==> src/hw/rtl/mlbp_pkg.sv <==
// Package: widths, constants and queue entry type for the basis product block.
`timescale 1ns / 1ps
package mlbp_pkg;

   localparam int FRAC_BITS   = 16;
   localparam int LEVEL_MAX   = 16;

   localparam int X_W         = FRAC_BITS + 1;
   localparam int LVL_W       = 5;
   localparam int IDX_W       = 16;
   localparam int FACTOR_W    = FRAC_BITS + 2;
   localparam int T_W         = FRAC_BITS + LEVEL_MAX + 2;
   localparam int PROD_W      = X_W + FACTOR_W;

   localparam int QUEUE_DEPTH = 2;
   localparam int QPTR_W      = (QUEUE_DEPTH > 1) ? $clog2(QUEUE_DEPTH) : 1;
   localparam int QCNT_W      = $clog2(QUEUE_DEPTH + 1);

   localparam logic [X_W-1:0] ONE_FX = {1'b1, {FRAC_BITS{1'b0}}};

   typedef struct packed {
      logic [FACTOR_W-1:0] factor;
      logic                last_dim;
   } queue_entry_type;

endpackage

==> src/hw/rtl/mlbp_front.sv <==
// Front end: takes input items and works out each dimension's basis factor.
`timescale 1ns / 1ps
module mlbp_front (
   input  logic                         req_valid,
   output logic                         req_stall,
   input  logic [mlbp_pkg::X_W-1:0]     req_coordinate,
   input  logic [mlbp_pkg::LVL_W-1:0]   req_grid_level,
   input  logic [mlbp_pkg::IDX_W-1:0]   req_grid_index,
   input  logic                         req_last_dim,
   input  logic                         queue_full,
   output logic                         push,
   output mlbp_pkg::queue_entry_type    push_entry
);
   import mlbp_pkg::*;

   logic [X_W-1:0]      x_sat;
   logic [LVL_W-1:0]    lvl;
   logic [T_W-1:0]      one_t;
   logic [T_W-1:0]      two_t;
   logic [T_W-1:0]      t;
   logic [T_W-1:0]      ip;
   logic [T_W-1:0]      top_idx;
   logic [T_W-1:0]      up;
   logic [T_W-1:0]      d;
   logic [FACTOR_W-1:0] factor;

   assign req_stall = queue_full;
   assign push      = req_valid && !queue_full;

   always_comb begin
      x_sat = (req_coordinate > ONE_FX) ? ONE_FX : req_coordinate;

      if (req_grid_level == '0) begin
         lvl = LVL_W'(1);
      end else if (req_grid_level > LVL_W'(LEVEL_MAX)) begin
         lvl = LVL_W'(LEVEL_MAX);
      end else begin
         lvl = req_grid_level;
      end

      one_t   = T_W'(ONE_FX);
      two_t   = one_t << 1;
      t       = T_W'(x_sat) << lvl;
      ip      = T_W'(req_grid_index) << FRAC_BITS;
      top_idx = (T_W'(1) << lvl) - T_W'(1);
      up      = one_t + t;
      d       = (t >= ip) ? (t - ip) : (ip - t);

      // rules are checked in priority order
      if (lvl == LVL_W'(1)) begin
         factor = FACTOR_W'(ONE_FX);
      end else if (req_grid_index == IDX_W'(1)) begin
         factor = (t < two_t) ? FACTOR_W'(two_t - t) : '0;
      end else if (T_W'(req_grid_index) == top_idx) begin
         factor = (up > ip) ? FACTOR_W'(up - ip) : '0;
      end else begin
         factor = (d < one_t) ? FACTOR_W'(one_t - d) : '0;
      end

      push_entry.factor   = factor;
      push_entry.last_dim = req_last_dim;
   end

endmodule

==> src/hw/rtl/mlbp_queue.sv <==
// Short register queue between the factor front end and the product back end.
`timescale 1ns / 1ps
module mlbp_queue (
   input  logic                      clock,
   input  logic                      reset,
   input  logic                      push,
   input  mlbp_pkg::queue_entry_type push_entry,
   output logic                      full,
   input  logic                      pop,
   output logic                      not_empty,
   output mlbp_pkg::queue_entry_type pop_entry
);
   import mlbp_pkg::*;

   queue_entry_type   entry_ff [QUEUE_DEPTH];
   logic [QPTR_W-1:0] wr_ptr_ff;
   logic [QPTR_W-1:0] wr_ptr_in;
   logic [QPTR_W-1:0] rd_ptr_ff;
   logic [QPTR_W-1:0] rd_ptr_in;
   logic [QCNT_W-1:0] count_ff;
   logic [QCNT_W-1:0] count_in;

   assign full      = (count_ff == QCNT_W'(QUEUE_DEPTH));
   assign not_empty = (count_ff != '0);
   assign pop_entry = entry_ff[rd_ptr_ff];

   always_comb begin
      wr_ptr_in = wr_ptr_ff;
      rd_ptr_in = rd_ptr_ff;
      count_in  = count_ff;
      if (push) begin
         wr_ptr_in = (wr_ptr_ff == QPTR_W'(QUEUE_DEPTH - 1)) ? '0 : wr_ptr_ff + QPTR_W'(1);
      end
      if (pop) begin
         rd_ptr_in = (rd_ptr_ff == QPTR_W'(QUEUE_DEPTH - 1)) ? '0 : rd_ptr_ff + QPTR_W'(1);
      end
      case ({push, pop})
         2'b10:   count_in = count_ff + QCNT_W'(1);
         2'b01:   count_in = count_ff - QCNT_W'(1);
         default: count_in = count_ff;
      endcase
   end

   always_ff @(posedge clock) begin
      if (reset) begin
         wr_ptr_ff <= '0;
         rd_ptr_ff <= '0;
         count_ff  <= '0;
      end else begin
         wr_ptr_ff <= wr_ptr_in;
         rd_ptr_ff <= rd_ptr_in;
         count_ff  <= count_in;
      end
   end

   always_ff @(posedge clock) begin
      if (push) begin
         entry_ff[wr_ptr_ff] <= push_entry;
      end
   end

endmodule

==> src/hw/rtl/mlbp_back.sv <==
// Back end: folds factors into the running product and holds the result item.
`timescale 1ns / 1ps
module mlbp_back (
   input  logic                      clock,
   input  logic                      reset,
   input  logic                      not_empty,
   input  mlbp_pkg::queue_entry_type pop_entry,
   output logic                      pop,
   output logic                      rsp_valid,
   input  logic                      rsp_stall,
   output logic [mlbp_pkg::X_W-1:0]  rsp_support
);
   import mlbp_pkg::*;

   logic [X_W-1:0]    product_ff;
   logic [X_W-1:0]    product_in;
   logic              rsp_valid_ff;
   logic              rsp_valid_in;
   logic [X_W-1:0]    rsp_support_ff;
   logic [X_W-1:0]    rsp_support_in;
   logic [PROD_W-1:0] full_prod;
   logic [PROD_W-1:0] scaled;
   logic [X_W-1:0]    next_prod;
   logic              out_free;

   assign rsp_valid   = rsp_valid_ff;
   assign rsp_support = rsp_support_ff;

   // output slot is free if empty or being taken this cycle
   assign out_free = !rsp_valid_ff || !rsp_stall;
   assign pop      = not_empty && (!pop_entry.last_dim || out_free);

   always_comb begin
      full_prod = PROD_W'(product_ff) * PROD_W'(pop_entry.factor);
      scaled    = full_prod >> FRAC_BITS;
      next_prod = (scaled > PROD_W'(ONE_FX)) ? ONE_FX : scaled[X_W-1:0];

      product_in     = product_ff;
      rsp_valid_in   = rsp_valid_ff && rsp_stall;
      rsp_support_in = rsp_support_ff;
      if (pop) begin
         if (pop_entry.last_dim) begin
            product_in     = ONE_FX;
            rsp_valid_in   = 1'b1;
            rsp_support_in = next_prod;
         end else begin
            product_in = next_prod;
         end
      end
   end

   always_ff @(posedge clock) begin
      if (reset) begin
         product_ff   <= ONE_FX;
         rsp_valid_ff <= 1'b0;
      end else begin
         product_ff   <= product_in;
         rsp_valid_ff <= rsp_valid_in;
      end
   end

   always_ff @(posedge clock) begin
      rsp_support_ff <= rsp_support_in;
   end

endmodule

==> src/hw/rtl/modlinear_basis_product.sv <==
// Top level of the modified-linear sparse grid basis product block.
//
//   channel | direction | handshake            | payload
//   req     | in        | req_valid/req_stall  | coordinate, grid_level, grid_index, last_dim
//   rsp     | out       | rsp_valid/rsp_stall  | support
//
// One item per cycle sustained while the queue is not full; the factor is computed as the item is taken
// and the running-product multiply in the back end sets the loop per cycle.
// A result is registered in the output slot when its last-dimension item is popped from the queue.
// Synchronous reset empties the queue, clears the result and sets the product to one.
// A stalled result holds; the two-entry queue absorbs input while it waits.
`timescale 1ns / 1ps
module modlinear_basis_product (
   input  logic                       clock,
   input  logic                       reset,
   input  logic                       req_valid,
   output logic                       req_stall,
   input  logic [mlbp_pkg::X_W-1:0]   req_coordinate,
   input  logic [mlbp_pkg::LVL_W-1:0] req_grid_level,
   input  logic [mlbp_pkg::IDX_W-1:0] req_grid_index,
   input  logic                       req_last_dim,
   output logic                       rsp_valid,
   input  logic                       rsp_stall,
   output logic [mlbp_pkg::X_W-1:0]   rsp_support
);
   import mlbp_pkg::*;

   logic            queue_full;
   logic            push;
   logic            pop;
   logic            not_empty;
   queue_entry_type push_entry;
   queue_entry_type pop_entry;

   mlbp_front u_front (
      .req_valid      (req_valid),
      .req_stall      (req_stall),
      .req_coordinate (req_coordinate),
      .req_grid_level (req_grid_level),
      .req_grid_index (req_grid_index),
      .req_last_dim   (req_last_dim),
      .queue_full     (queue_full),
      .push           (push),
      .push_entry     (push_entry)
   );

   mlbp_queue u_queue (
      .clock      (clock),
      .reset      (reset),
      .push       (push),
      .push_entry (push_entry),
      .full       (queue_full),
      .pop        (pop),
      .not_empty  (not_empty),
      .pop_entry  (pop_entry)
   );

   mlbp_back u_back (
      .clock       (clock),
      .reset       (reset),
      .not_empty   (not_empty),
      .pop_entry   (pop_entry),
      .pop         (pop),
      .rsp_valid   (rsp_valid),
      .rsp_stall   (rsp_stall),
      .rsp_support (rsp_support)
   );

endmodule

==> config.mk <==
export PLATFORM = sky130hd
export DESIGN_NAME = modlinear_basis_product
export DESIGN_NICKNAME = d
export VERILOG_FILES = /design/src/hw/rtl/mlbp_pkg.sv /design/src/hw/rtl/mlbp_front.sv /design/src/hw/rtl/mlbp_queue.sv /design/src/hw/rtl/mlbp_back.sv /design/src/hw/rtl/modlinear_basis_product.sv
export SDC_FILE = /design/constraint.sdc
export NUM_CORES = 1
export LEC_CHECK = 0
export BUFFER_PORTS_ARGS = -buffer_cell sky130_fd_sc_hd__buf_4
export CELL_PAD_IN_SITES_DETAIL_PLACEMENT = 0
export CELL_PAD_IN_SITES_GLOBAL_PLACEMENT = 1
export CORE_UTILIZATION = 45
export DETAILED_ROUTE_END_ITERATION = 6
export PLACE_DENSITY_LB_ADDON = 0.25
export SYNTH_ARGS = -nofsm -noshare
export SYNTH_HDL_FRONTEND = slang
export SYNTH_SLANG_ARGS = --single-unit
==> constraint.sdc <==
create_clock -name clock -period 17.4 [get_ports clock]
set_input_delay 3.48 -clock clock [delete_from_list [all_inputs] [get_ports clock]]
set_output_delay 3.48 -clock clock [all_outputs]
set_load 0.02 [all_outputs]
Word level (Yosys, flattened, before mapping)
Memory sizes are Yosys's and may differ from the RTL's. A register that Yosys moved wholly into a read port is not among the register bits.
Index checks and enable logic that the tools add are counted.

storage, ports and cells
  memories = 1
  register bits after elaboration = 39
  output and inout port bits = 19
  RAM bits = 38

cells by class
  reduce and logical (&&, ||, !) cells = 13
  equal/unequal tests = 6
  add/sub/neg operators = 11
  multiply operators = 1
  multiplexer cells = 21
  magnitude comparators = 7
  shift operators = 2

memories
  memory            words  bits a word  rd ports  clocked after Yosys merged registers in  wr ports  line              RTL
  u_queue.entry_ff  2      19           1         1                                        1         mlbp_queue.sv:15  queue_entry_type entry_ff [QUEUE_DEPTH];

operator list
  kind                                                                             number
  18-bit two-way mux                                                               6
  17-bit two-way mux                                                               3
  17-bit by 18-bit multiplier with 35-bit output                                   1
  17-bit by 34-bit adder with 34-bit output (first input constant)                 1
  16-bit by 34-bit == test with 1-bit output                                       1
  34-bit by 32-bit >= comparator with 1-bit output                                 1
  34-bit by 32-bit > comparator with 1-bit output                                  1
  34-bit by 17-bit less-than comparator with 1-bit output (second input constant)  1
  34-bit by 18-bit less-than comparator with 1-bit output (second input constant)  1
  34-bit two-way mux                                                               1
  1-bit by 5-bit << shifter with 34-bit output (first input constant)              1
  17-bit by 5-bit << shifter with 34-bit output                                    1
  32-bit by 34-bit subtractor with 34-bit output                                   1
  34-bit by 2-bit subtractor with 34-bit output (second input constant)            1
  34-bit by 32-bit subtractor with 34-bit output                                   1
  19-bit by 17-bit > comparator with 1-bit output (second input constant)          1
  17-bit by 18-bit subtractor with 18-bit output (first input constant)            1
  18-bit subtractor                                                                1
  18-bit subtractor (first input constant)                                         1
  17-bit > comparator (second input constant)                                      1
  16-bit by 1-bit == test with 1-bit output (second input constant)                1
  5-bit two-way mux                                                                2
  1-bit two-way mux                                                                8
  5-bit by 1-bit == test with 1-bit output (second input constant)                 1
  13 further kinds                                                                 22

Logic depth before layout (Yosys ltp)
Gate-level depths: netlist (run 1).

  depth in word-level cells = 11
  gate-level depth with buffers = 31

Modules after synthesis
Synthesis (run 1) repeated with hierarchy kept, for this count alone.

second synthesis, totals
  cell total of the unflattened synthesis = 2419
  area, all modules = 19765.2 um^2

modules (own cells, without submodules)
  module      area an instance (um^2)  instances  cells each  seq. area each (um^2)
  mlbp_back   11404.7                  1          1300        870.8
  mlbp_front  6785.3                   1          1038        0.0
  mlbp_queue  1575.3                   1          81          1241.2

Worst setup path after synthesis (run 1)
OpenSTA, ideal clock, no wires.

  kind = in2reg
  from = input req_coordinate[11] (netlist name)
  to = memory u_queue.entry_ff[0][17] (netlist name) (data pin)
  data arrival time = 8.954 ns
  slack = 8.173 ns
  path buffers = 3
  stages on the path = 26
  cell sequence = nor4_1 nand4_1 nand2_1 clkbuf_1 clkbuf_1 a21boi_0 mux4_2 o21ai_1 inv_1 ha_1 inv_1 fa_1 a21o_1 nand2_1 o21ai_0 a31oi_1 o221a_2 o211a_1 clkbuf_1 nand2_1 xor2_1 inv_1 a211o_1 nor4_1 xor2_1 o31ai_1

RTL lines
  what             line                           RTL
  start, declared  modlinear_basis_product.sv:18  input logic [mlbp_pkg::X_W-1:0] req_coordinate,
  end, declared    mlbp_queue.sv:15

==> flow_summary.html, run 1 <==
<table>
<tr><th>Metric</th><th>Value</th></tr>
<tr><th colspan="2">Yosys</th></tr>
<tr><td>Synth Instances</td><td>2,256</td></tr>
<tr><td>Fraction of the yosys area taken by sequential cells</td><td>0.114</td></tr>
<tr><td>Number of enable-type register cells in the synthesized netlist</td><td>55</td></tr>
<tr><td>Share of flip-flops with an asynchronous set or reset</td><td>0</td></tr>
<tr><td>Flip-flop cell with the highest count after synthesis</td><td>sky130_fd_sc_hd__edfxtp_1</td></tr>
<tr><td>Syn_area_per_cell</td><td>8.24 sq um</td></tr>
<tr><td>Register bit count reported by yosys</td><td>78</td></tr>
<tr><td>Post-synthesis instance area</td><td>18,600 sq um</td></tr>
<tr><td>Yosys warning total</td><td>0</td></tr>
<tr><td>Number of distinct library cells after synthesis</td><td>95</td></tr>
<tr><th colspan="2">Power and ir drop</th></tr>
<tr><td>Proportion of total power due to net switching</td><td>0.545</td></tr>
<tr><td>Sequential cell fraction of total power</td><td>0.155</td></tr>
<tr><td>Cell internal power dissipation</td><td>859 uW</td></tr>
<tr><td>Worst-case vdd ir drop</td><td>66.4 uV</td></tr>
<tr><td>Cell area power density</td><td>95.8 nW/um^2</td></tr>
<tr><td>Share of power burned in combinational logic</td><td>0.746</td></tr>
<tr><td>Clock network fraction of total power</td><td>0.100</td></tr>
<tr><td>Overall power</td><td>1890 uW</td></tr>
<tr><td>Leak pwr</td><td>0.00901 uW</td></tr>
<tr><td>Psw</td><td>1030 uW</td></tr>
<tr><th colspan="2">Worst setup path</th></tr>
<tr><td>Worst setup EP type</td><td>register</td></tr>
<tr><td>Dominant delay contributor by cell family on the critical path</td><td>compound AO/OA/AOI/OAI gates</td></tr>
<tr><td>Required arrival time at the worst endpoint</td><td>17.51 ns</td></tr>
<tr><td>Maximum fanout encountered on the critical timing path</td><td>49</td></tr>
<tr><td>Crit path top cell by count</td><td>sky130_fd_sc_hd__nand2_1</td></tr>
<tr><td>Critical path's largest stage delay</td><td>0.76 ns</td></tr>
<tr><td>Reg2Reg Depth</td><td>27</td></tr>
<tr><td>Critical-path top delay cell</td><td>sky130_fd_sc_hd__a2111oi_4</td></tr>
<tr><td>Number of gates on the worst path with buffers counted</td><td>22</td></tr>
<tr><td>List of cells traversed by the critical path</td><td>buf_4 -&gt; nor4_4 -&gt; inv_2 -&gt; nand2_1 -&gt; mux2i_1 -&gt; nand2_1 -&gt; mux4_2 -&gt; o21ai_1 -&gt; inv_1 -&gt; ha_1 -&gt; inv_1 -&gt; fa_1 -&gt; a21o_1 -&gt; nand2_1 -&gt; o21ai_0 -&gt; a31oi_1 -&gt; o221a_2 -&gt; o211ai_1 -&gt; nor2_1 -&gt; a2111oi_4 -&gt; nand3_1 -&gt; a221oi_1</td></tr>
<tr><td>FF-to-FF End</td><td>u_back.rsp_support[1]</td></tr>
<tr><td>Register-to-register setup slack</td><td>7.88 ns</td></tr>
<tr><td>Critical path start-end classification</td><td>in -&gt; reg</td></tr>
<tr><td>Data arrival time at the worst-slack endpoint</td><td>10.87 ns</td></tr>
<tr><td>Worst path bufs/invs</td><td>4</td></tr>
<tr><td>CP startpoint kind</td><td>primary input</td></tr>
<tr><th colspan="2">Flow run</th></tr>
<tr><td>Maximum capacitance violations</td><td>0</td></tr>
<tr><th colspan="2">Min path</th></tr>
<tr><td>Hold crit path type</td><td>reg -&gt; reg</td></tr>
<tr><td>Worst hold endpoint</td><td>u_queue.count_ff[1]</td></tr>
<tr><td>Origin of the worst min-delay path</td><td>u_queue.count_ff[1]</td></tr>
<tr><td>Hold Crit Depth</td><td>2</td></tr>
<tr><th colspan="2">Layout</th></tr>
<tr><td>Area Growth Syn to Fin</td><td>6.07%</td></tr>
<tr><td>Antenna diode count</td><td>0</td></tr>
<tr><td>Highest-count cells in the layout ignoring fill and taps</td><td>364 x sky130_fd_sc_hd__inv_1, 301 x sky130_fd_sc_hd__nand2_1, 239 x sky130_fd_sc_hd__fa_1, 158 x sky130_fd_sc_hd__ha_1, 143 x sky130_fd_sc_hd__and2_1</td></tr>
<tr><td>Leading cell type in the layout, fill and taps excluded</td><td>sky130_fd_sc_hd__inv_1</td></tr>
<tr><td>Number of nets in the layout</td><td>2,679</td></tr>
<tr><td>Fraction of layout instances using a drive strength above 1</td><td>0.0695</td></tr>
<tr><th colspan="2">Clock network</th></tr>
<tr><td>Clock Sinks</td><td>78</td></tr>
<tr><td>Depth of the CTS H-tree</td><td>3</td></tr>
<tr><td>Clock-pin slew on the worst setup and hold paths</td><td>0.07 ns</td></tr>
<tr><td>Root cell of the clock tree</td><td>sky130_fd_sc_hd__clkbuf_16</td></tr>
<tr><td>Post-CTS setup-driven buffer insertion count</td><td>0</td></tr>
<tr><td>Clock insertion delay at the later pin of the skew report</td><td>0.35 ns</td></tr>
<tr><td>Total clock buffers created by CTS</td><td>9</td></tr>
<tr><td>Hold-fix buffer count after cts</td><td>0</td></tr>
<tr><td>Maximum count of clock buffers along a single path</td><td>2</td></tr>
<tr><td>CTS tree</td><td>yes</td></tr>
<tr><td>Cts repair resizes</td><td>0</td></tr>
<tr><th colspan="2">Drt</th></tr>
<tr><td>Vias after detailed routing</td><td>16,100</td></tr>
<tr><td>Routed wire length</td><td>56.3 mm</td></tr>
<tr><td>Post-Route M1 WL</td><td>25.8 mm</td></tr>
<tr><td>Detailed route wirelength on metal2</td><td>26.1 mm</td></tr>
<tr><td>Highest routed layer</td><td>met4</td></tr>
<tr><td>Average detailed-routed wire length per instance</td><td>20.3 microns</td></tr>
<tr><td>Via/cell ratio</td><td>5.81</td></tr>
<tr><td>Number of remaining DRC errors</td><td>0</td></tr>
<tr><td>Met3 Wirelength</td><td>3.37 mm</td></tr>
<tr><td>Length of the first detailed-routing pass in iterations</td><td>5</td></tr>
<tr><td>Detail Route Antenna Nets</td><td>0</td></tr>
<tr><td>Iteration-0 DRC count of the detailed router</td><td>1,336</td></tr>
<tr><th colspan="2">Run status</th></tr>
<tr><td>Result of the run</td><td>finished clean</td></tr>
<tr><th colspan="2">Die</th></tr>
<tr><td>Overall die width</td><td>205 microns</td></tr>
<tr><td>Full die area</td><td>42,100 sq um</td></tr>
<tr><td>Number of ports placed on the die boundary</td><td>62</td></tr>
<tr><td>Initial cell density of the core</td><td>0.456</td></tr>
<tr><td>Height of the die</td><td>205 microns</td></tr>
<tr><td>Site row count</td><td>74</td></tr>
<tr><td>Area inside the core boundary</td><td>40,700 sq um</td></tr>
<tr><th colspan="2">STA</th></tr>
<tr><td>Time the worst path needs with I/O delays and setup</td><td>10.76 ns</td></tr>
<tr><td>RSZ-0062 raised after global routing</td><td>no</td></tr>
<tr><td>Setup-failing EPs final</td><td>0</td></tr>
<tr><td>Count of final max-slew check failures</td><td>0</td></tr>
<tr><td>Slew Limit Headroom</td><td>0.317</td></tr>
<tr><td>Post-Route Skew</td><td>0.00829 ns</td></tr>
<tr><td>FMAX</td><td>92.9 MHz</td></tr>
<tr><td>Final hold viol count</td><td>0</td></tr>
<tr><td>Slew of the pin with the lowest slew margin</td><td>1.02 ns</td></tr>
<tr><td>Final-layout setup total negative slack</td><td>0 ns</td></tr>
<tr><td>Portion of the clock cycle consumed by the worst path in the final layout</td><td>0.619</td></tr>
<tr><th colspan="2">Place</th></tr>
<tr><td>Port buffer count</td><td>61</td></tr>
<tr><td>HPWL reported at the end of detailed placement</td><td>44.8 mm</td></tr>
<tr><td>Routability congestion estimate from global placement</td><td>0.959</td></tr>
<tr><th colspan="2">Global routing</th></tr>
<tr><td>All-Layer GR Usage</td><td>0.276</td></tr>
<tr><td>Leftover overflow at the end of global routing</td><td>0</td></tr>
<tr><td>Antenna violations before repair</td><td>0</td></tr>
<tr><td>Maximum number of pins on one net before global-route repair</td><td>50</td></tr>
<tr><td>Vias in the first global route</td><td>16,300</td></tr>
<tr><td>First-pass GRT wire length</td><td>90.8 mm</td></tr>
</table>
-- kinds of logic after synthesis --
group | Yosys count | synth area share
mux | 53 | 0.0321
buf+inv | 477 | 0.0982
flops | 78 | 0.114
compound gates | 390 | 0.143
other cells | 2 | 0.000404
fa+ha+maj | 397 | 0.364
xor+xnor | 91 | 0.0429
simple gates | 768 | 0.206
-- synthesized netlist by cell type, types with 7 or more instances --
master / count / area share
sky130_fd_sc_hd__dfxtp_1: 23 / 0.025
sky130_fd_sc_hd__edfxtp_1: 55 / 0.089
sky130_fd_sc_hd__o21ai_1: 17 / 0.0046
sky130_fd_sc_hd__o21a_1: 12 / 0.0048
sky130_fd_sc_hd__mux2i_1: 23 / 0.012
sky130_fd_sc_hd__clkbuf_1: 84 / 0.017
sky130_fd_sc_hd__and2_1: 143 / 0.048
sky130_fd_sc_hd__xor2_1: 20 / 0.0094
sky130_fd_sc_hd__nand2_1: 301 / 0.061
sky130_fd_sc_hd__and3_1: 18 / 0.0061
sky130_fd_sc_hd__a22oi_1: 10 / 0.0040
sky130_fd_sc_hd__nand4_1: 33 / 0.011
sky130_fd_sc_hd__a21oi_1: 80 / 0.022
sky130_fd_sc_hd__nand2b_1: 10 / 0.0034
sky130_fd_sc_hd__a31oi_1: 25 / 0.0084
sky130_fd_sc_hd__nand3_1: 40 / 0.011
sky130_fd_sc_hd__a21o_1: 25 / 0.010
sky130_fd_sc_hd__or3_1: 8 / 0.0027
sky130_fd_sc_hd__o22ai_1: 9 / 0.0030
sky130_fd_sc_hd__buf_1: 11 / 0.0022
sky130_fd_sc_hd__o21bai_1: 11 / 0.0044
sky130_fd_sc_hd__nor2_1: 105 / 0.021
sky130_fd_sc_hd__a211oi_1: 17 / 0.0069
sky130_fd_sc_hd__ha_1: 158 / 0.11
sky130_fd_sc_hd__nor4_1: 20 / 0.0067
sky130_fd_sc_hd__mux2_2: 25 / 0.015
sky130_fd_sc_hd__o31ai_1: 24 / 0.0097
sky130_fd_sc_hd__nor2b_1: 18 / 0.0061
sky130_fd_sc_hd__o21ai_0: 63 / 0.017
sky130_fd_sc_hd__buf_2: 13 / 0.0035
sky130_fd_sc_hd__a221oi_1: 12 / 0.0057
sky130_fd_sc_hd__nor3_1: 33 / 0.0089
sky130_fd_sc_hd__xnor2_1: 71 / 0.033
sky130_fd_sc_hd__inv_1: 364 / 0.074
sky130_fd_sc_hd__fa_1: 239 / 0.26
sky130_fd_sc_hd__or4_1: 7 / 0.0028
-- worst max path at each step --
| stage | start | to | slack (ns) |
|---|---|---|---|
| 4_1_cts | req_grid_level[4] | u_queue.entry_ff[1][2] | 6.86 |
| 2_1_floorplan | req_coordinate[11] | u_queue.entry_ff[0][17] | 8.17 |
| 6_report | req_grid_level[4] | u_queue.entry_ff[1][2] | 6.64 |
| 3_5_place_dp | req_grid_level[4] | u_queue.entry_ff[0][2] | 6.51 |
| 3_3_place_gp | req_grid_level[4] | u_queue.entry_ff[0][15] | 6.86 |
| 5_1_grt | req_grid_level[4] | u_queue.entry_ff[0][16] | 6.14 |
-- metrics by stage --
step / utilization / std cells / setup WS, ns / area (sq um) / hold WS, ns
floorplan: - / 2258 / 8.17 / 18600 / 0.472
global placement: 0.477 / 2760 / 6.86 / 19400 / 0.492
detailed placement: 0.477 / 2760 / 6.51 / 19400 / 0.500
CTS: 0.484 / 2776 / 6.86 / 19700 / 0.513
global route: 0.484 / 2776 / 6.14 / 19700 / 0.562
finish: 0.484 / 2776 / 6.64 / 19700 / 0.512
-- worst reg2reg max path, delay by kind of cell, from the launching register on --
kind / cells / cell delay (ns)
flip-flops: 1 / 0.31
buffers and inverters: 6 / 0.66
multiplexers: 1 / 0.54
AO/OA/AOI/OAI: 9 / 3.95
AND/OR/NAND/NOR: 4 / 0.75
adder cells (fa/ha/maj): 7 / 3.01
-- power by group through the flow --
stage          combinational (uW)  sequential [uW]  clock (uW)
3_3_place_gp                 1390              294           0
5_1_grt                      1610              297         200
4_1_cts                      1420              291         194
6_report                     1410              292         188
3_5_place_dp                 1410              295           0
2_1_floorplan                1010              287           0
-- state kept, by name (all words and copies together) (netlist names), named ones only --
signal              flops
u_queue.entry_ff       38
u_back.product_ff      17
u_queue.rd_ptr_ff       1
u_back.rsp_support     17
u_back.rsp_valid        1
u_queue.count_ff        2
u_queue.wr_ptr_ff       1
-- routing by layer --
layer  vias to the layer above  global-route usage
li1                       7448                   -
met1                      8039               0.383
met2                       573               0.462
met3                        63              0.0306
met4                         0              0.0608
met5                         -                   0
-- layout make-up --
class / count / area, sq um
tap: 532 / 666
multi-input combinational: 1703 / 14700
timing repair buffer: 82 / 616
clock inverter: 7 / 65.1
sequential: 78 / 2110
inverter: 365 / 1370
clock buffer: 9 / 225
fill: 4075 / 21000
(Power assumes the default switching activity.)
==> inputs of run 2 (changes only) <==
Clock period 17.4 ns to 9.2 ns, I/O delays scaled along.
==> run 2 against run 1 <==
The flow now finishes with violations (design-rule violations). Flip-flop and latch count stayed put. Critical path depth increased by 3. Clock skew about the same. Cell area is 0.96% higher. Non-clock buffer count up 24. Core utilization rose by 0.47 points. Register-to-register slack worse by 7.3 ns. Die area is the same. Cell count up 0.86%. First-iteration DRC count shrank 0.82%. Clock-buffer cell count is the same. Highest routed layer unchanged.
==> flow_summary.html, run 2 (synthesis results as in run 1) <==
<table>
<tr><th>Metric</th><th>Value</th></tr>
<tr><th colspan="2">Clock network</th></tr>
<tr><td>Clock Sinks</td><td>78 (unchanged)</td></tr>
<tr><td>CTS tree</td><td>yes</td></tr>
<tr><td>Total clock buffers created by CTS</td><td>9 (unchanged)</td></tr>
<tr><td>Clock-pin slew on the worst setup and hold paths</td><td>0.06 ns (about the same)</td></tr>
<tr><td>Maximum count of clock buffers along a single path</td><td>2 (unchanged)</td></tr>
<tr><td>Root cell of the clock tree</td><td>sky130_fd_sc_hd__clkbuf_16</td></tr>
<tr><td>Depth of the CTS H-tree</td><td>3 (unchanged)</td></tr>
<tr><td>Clock insertion delay at the later pin of the skew report</td><td>0.35 ns (about the same)</td></tr>
<tr><th colspan="2">Power and ir drop</th></tr>
<tr><td>Cell internal power dissipation</td><td>1650 uW (+92%)</td></tr>
<tr><td>Sequential cell fraction of total power</td><td>0.161 (+0.006)</td></tr>
<tr><td>Leak pwr</td><td>0.00912 uW (+1.2%)</td></tr>
<tr><td>Share of power burned in combinational logic</td><td>0.740 (-0.006)</td></tr>
<tr><td>Proportion of total power due to net switching</td><td>0.542 (-0.00345)</td></tr>
<tr><td>Clock network fraction of total power</td><td>0.099 (about the same)</td></tr>
<tr><td>Worst-case vdd ir drop</td><td>144 uV (+120%)</td></tr>
<tr><td>Cell area power density</td><td>181 nW/um^2 (+89%)</td></tr>
<tr><td>Psw</td><td>1950 uW (+90%)</td></tr>
<tr><th colspan="2">STA</th></tr>
<tr><td>Portion of the clock cycle consumed by the worst path in the final layout</td><td>0.953</td></tr>
<tr><td>Slew of the pin with the lowest slew margin</td><td>1.02 ns (-0.00231 ns)</td></tr>
<tr><td>Count of final max-slew check failures</td><td>0 (unchanged)</td></tr>
<tr><td>Post-Route Skew</td><td>0.00788 ns (-0.000412 ns)</td></tr>
<tr><td>Slew Limit Headroom</td><td>0.316 (-0.000980)</td></tr>
<tr><td>Tightest hold margin</td><td>0.515 ns (+0.00236 ns)</td></tr>
<tr><td>Time the worst path needs with I/O delays and setup</td><td>8.76 ns</td></tr>
<tr><td>Setup-failing EPs final</td><td>0 (unchanged)</td></tr>
<tr><td>Final hold viol count</td><td>0 (unchanged)</td></tr>
<tr><td>Final-layout setup total negative slack</td><td>0 ns (unchanged)</td></tr>
<tr><td>FMAX</td><td>114 MHz</td></tr>
<tr><td>RSZ-0062 raised after global routing</td><td>no</td></tr>
<tr><th colspan="2">Min path</th></tr>
<tr><td>Hold crit path type</td><td>reg -&gt; reg</td></tr>
<tr><th colspan="2">Die</th></tr>
<tr><td>Initial cell density of the core</td><td>0.456 (unchanged)</td></tr>
<tr><td>Height of the die</td><td>205 microns (unchanged)</td></tr>
<tr><td>Number of ports placed on the die boundary</td><td>62 (unchanged)</td></tr>
<tr><td>Full die area</td><td>42,100 sq um (unchanged)</td></tr>
<tr><td>Site row count</td><td>74 (unchanged)</td></tr>
<tr><td>Overall die width</td><td>205 microns (unchanged)</td></tr>
<tr><td>Area inside the core boundary</td><td>40,700 sq um (unchanged)</td></tr>
<tr><th colspan="2">Layout</th></tr>
<tr><td>Leading cell type in the layout, fill and taps excluded</td><td>sky130_fd_sc_hd__inv_1</td></tr>
<tr><td>Antenna diode count</td><td>0 (unchanged)</td></tr>
<tr><td>Max FFs per register</td><td>38 (unchanged)</td></tr>
<tr><td>Highest-count cells in the layout ignoring fill and taps</td><td>364 x sky130_fd_sc_hd__inv_1, 300 x sky130_fd_sc_hd__nand2_1, 239 x sky130_fd_sc_hd__fa_1, 158 x sky130_fd_sc_hd__ha_1, 143 x sky130_fd_sc_hd__and2_1</td></tr>
<tr><td>Number of nets in the layout</td><td>2,703 (+0.90%)</td></tr>
<tr><td>Register ranked first by flip-flop count</td><td>u_queue.entry_ff</td></tr>
<tr><td>Area Growth Syn to Fin</td><td>7.09%</td></tr>
<tr><td>Fraction of layout instances using a drive strength above 1</td><td>0.0802 (+0.0107)</td></tr>
<tr><th colspan="2">Worst setup path</th></tr>
<tr><td>Worst setup EP type</td><td>register</td></tr>
<tr><td>Required arrival time at the worst endpoint</td><td>9.35 ns (-8.16 ns)</td></tr>
<tr><td>Data arrival time at the worst-slack endpoint</td><td>8.91 ns (-1.96 ns)</td></tr>
<tr><td>CP startpoint kind</td><td>primary input</td></tr>
<tr><td>Critical path start-end classification</td><td>in -&gt; reg</td></tr>
<tr><td>Maximum fanout encountered on the critical timing path</td><td>22 (-55%)</td></tr>
<tr><th colspan="2">Drt</th></tr>
<tr><td>Number of remaining DRC errors</td><td>1 (+1)</td></tr>
<tr><td>Via/cell ratio</td><td>5.79 (-0.34%)</td></tr>
<tr><td>Average detailed-routed wire length per instance</td><td>20.1 microns (-0.74%)</td></tr>
<tr><td>Iteration-0 DRC count of the detailed router</td><td>1,325 (-0.82%)</td></tr>
<tr><td>Post-Route M1 WL</td><td>25.5 mm (-0.97%)</td></tr>
<tr><td>Routed wire length</td><td>56.3 mm (+0.12%)</td></tr>
<tr><td>Detail Route Antenna Nets</td><td>0 (unchanged)</td></tr>
<tr><td>Highest routed layer</td><td>met4</td></tr>
<tr><td>Length of the first detailed-routing pass in iterations</td><td>7 (+2)</td></tr>
<tr><td>Met3 Wirelength</td><td>3.42 mm (+1.3%)</td></tr>
<tr><td>Vias after detailed routing</td><td>16,200 (+0.52%)</td></tr>
<tr><td>Detailed route wirelength on metal2</td><td>26.0 mm (-0.21%)</td></tr>
<tr><th colspan="2">Global routing</th></tr>
<tr><td>Antenna violations before repair</td><td>0 (unchanged)</td></tr>
<tr><td>All-Layer GR Usage</td><td>0.276 (about the same)</td></tr>
<tr><td>Leftover overflow at the end of global routing</td><td>0 (unchanged)</td></tr>
<tr><td>Vias in the first global route</td><td>16,600 (+1.5%)</td></tr>
<tr><td>Maximum number of pins on one net before global-route repair</td><td>35 (-30%)</td></tr>
<tr><td>First-pass GRT wire length</td><td>91.2 mm (+0.39%)</td></tr>
<tr><th colspan="2">Run status</th></tr>
<tr><td>Result of the run</td><td>finished, violations left</td></tr>
<tr><td>Violated checks</td><td>design-rule violations</td></tr>
<tr><th colspan="2">Place</th></tr>
<tr><td>Routability congestion estimate from global placement</td><td>0.945 (-1.5%)</td></tr>
<tr><td>Port buffer count</td><td>61 (unchanged)</td></tr>
<tr><td>HPWL reported at the end of detailed placement</td><td>45.3 mm (+1.0%)</td></tr>
<tr><th colspan="2">Flow run</th></tr>
<tr><td>Maximum capacitance violations</td><td>0 (unchanged)</td></tr>
</table>
==> run 2: cell count changes in the layout (fill, tap and decap cells not counted), sizes merged <==
cell	change
buf	+24
==> run 2: area by class of cell <==
type | count | area [sq um]
repair buffers | 106 | 796
flip-flops and latches | 78 | 2110
inverters | 365 | 1370
fillers | 4030 | 20800
clock inverters | 7 | 62.6
multi-input cells | 1703 | 14700
well taps | 532 | 666
clock buffers | 9 | 225
==> run 2: final timing paths <==
check	startpoint	to	slack, ns	depth (start not counted)
hold / removal	u_queue.rd_ptr_ff	u_queue.rd_ptr_ff	0.51	2
setup / recovery	req_grid_level[4]	u_queue.entry_ff[0][15]	0.44	25
setup reg to reg	register	u_back.product_ff[0]	0.55	27
hold reg to reg	u_queue.rd_ptr_ff	u_queue.rd_ptr_ff	0.51	2
==> run 2: what timing repair did <==
item	4_1_cts	5_1_grt
endpoints found under the hold margin	0	0
setup buffers	0	2
gates resized for setup	0	2
endpoints found under the setup margin	0	14
hold buffers	0	0
==> run 2: layer usage <==
metal | vias to the layer above | GRT usage
met5 | - | 0
met3 | 93 | 0.0398
met2 | 554 | 0.454
li1 | 7507 | -
met1 | 8053 | 0.382
met4 | 0 | 0.0661
==> run 2: critical path, cell delays in order <==
cell and delay, ns:
sky130_fd_sc_hd__buf_4 0.20, sky130_fd_sc_hd__nor4_4 0.57, sky130_fd_sc_hd__inv_2 0.19, sky130_fd_sc_hd__nand2_2 0.34
sky130_fd_sc_hd__mux2i_1 0.57, sky130_fd_sc_hd__mux2i_1 0.17, sky130_fd_sc_hd__o22a_1 0.22, sky130_fd_sc_hd__o22ai_1 0.12
sky130_fd_sc_hd__o21ai_0 0.13, sky130_fd_sc_hd__buf_4 0.19, sky130_fd_sc_hd__inv_1 0.11, sky130_fd_sc_hd__ha_1 0.26
sky130_fd_sc_hd__buf_4 0.18, sky130_fd_sc_hd__nand2_1 0.15, sky130_fd_sc_hd__o21ai_0 0.11, sky130_fd_sc_hd__buf_4 0.16
sky130_fd_sc_hd__a31oi_1 0.26, sky130_fd_sc_hd__o221a_2 0.30, sky130_fd_sc_hd__o211a_1 0.39, sky130_fd_sc_hd__nand2_1 0.44
sky130_fd_sc_hd__o32ai_1 0.38, sky130_fd_sc_hd__nand4_1 0.23, sky130_fd_sc_hd__a2111oi_4 0.69, sky130_fd_sc_hd__nand3_4 0.28
sky130_fd_sc_hd__o32ai_2 0.40
==> run 2: power groups by stage <==
stage	clock network [uW]	logic, uW	registers (uW)
4_1_cts	364	2670	580
6_report	356	2670	581
2_1_floorplan	0	1920	544
3_3_place_gp	0	2610	584
5_1_grt	374	3050	593
3_5_place_dp	0	2650	586
==> run 2: through the flow <==
step	std cells	utilization	setup WS [ns]	power, uW	area [sq um]
6_report	2800	0.489	0.437	3600	19900
5_1_grt	2800	0.489	0.0425	4020	19900
4_1_cts	2798	0.488	0.482	3620	19900
3_5_place_dp	2782	0.481	0.162	3230	19600
3_3_place_gp	2782	0.481	0.0607	3200	19600
2_1_floorplan	2258	-	0.983	2460	18600
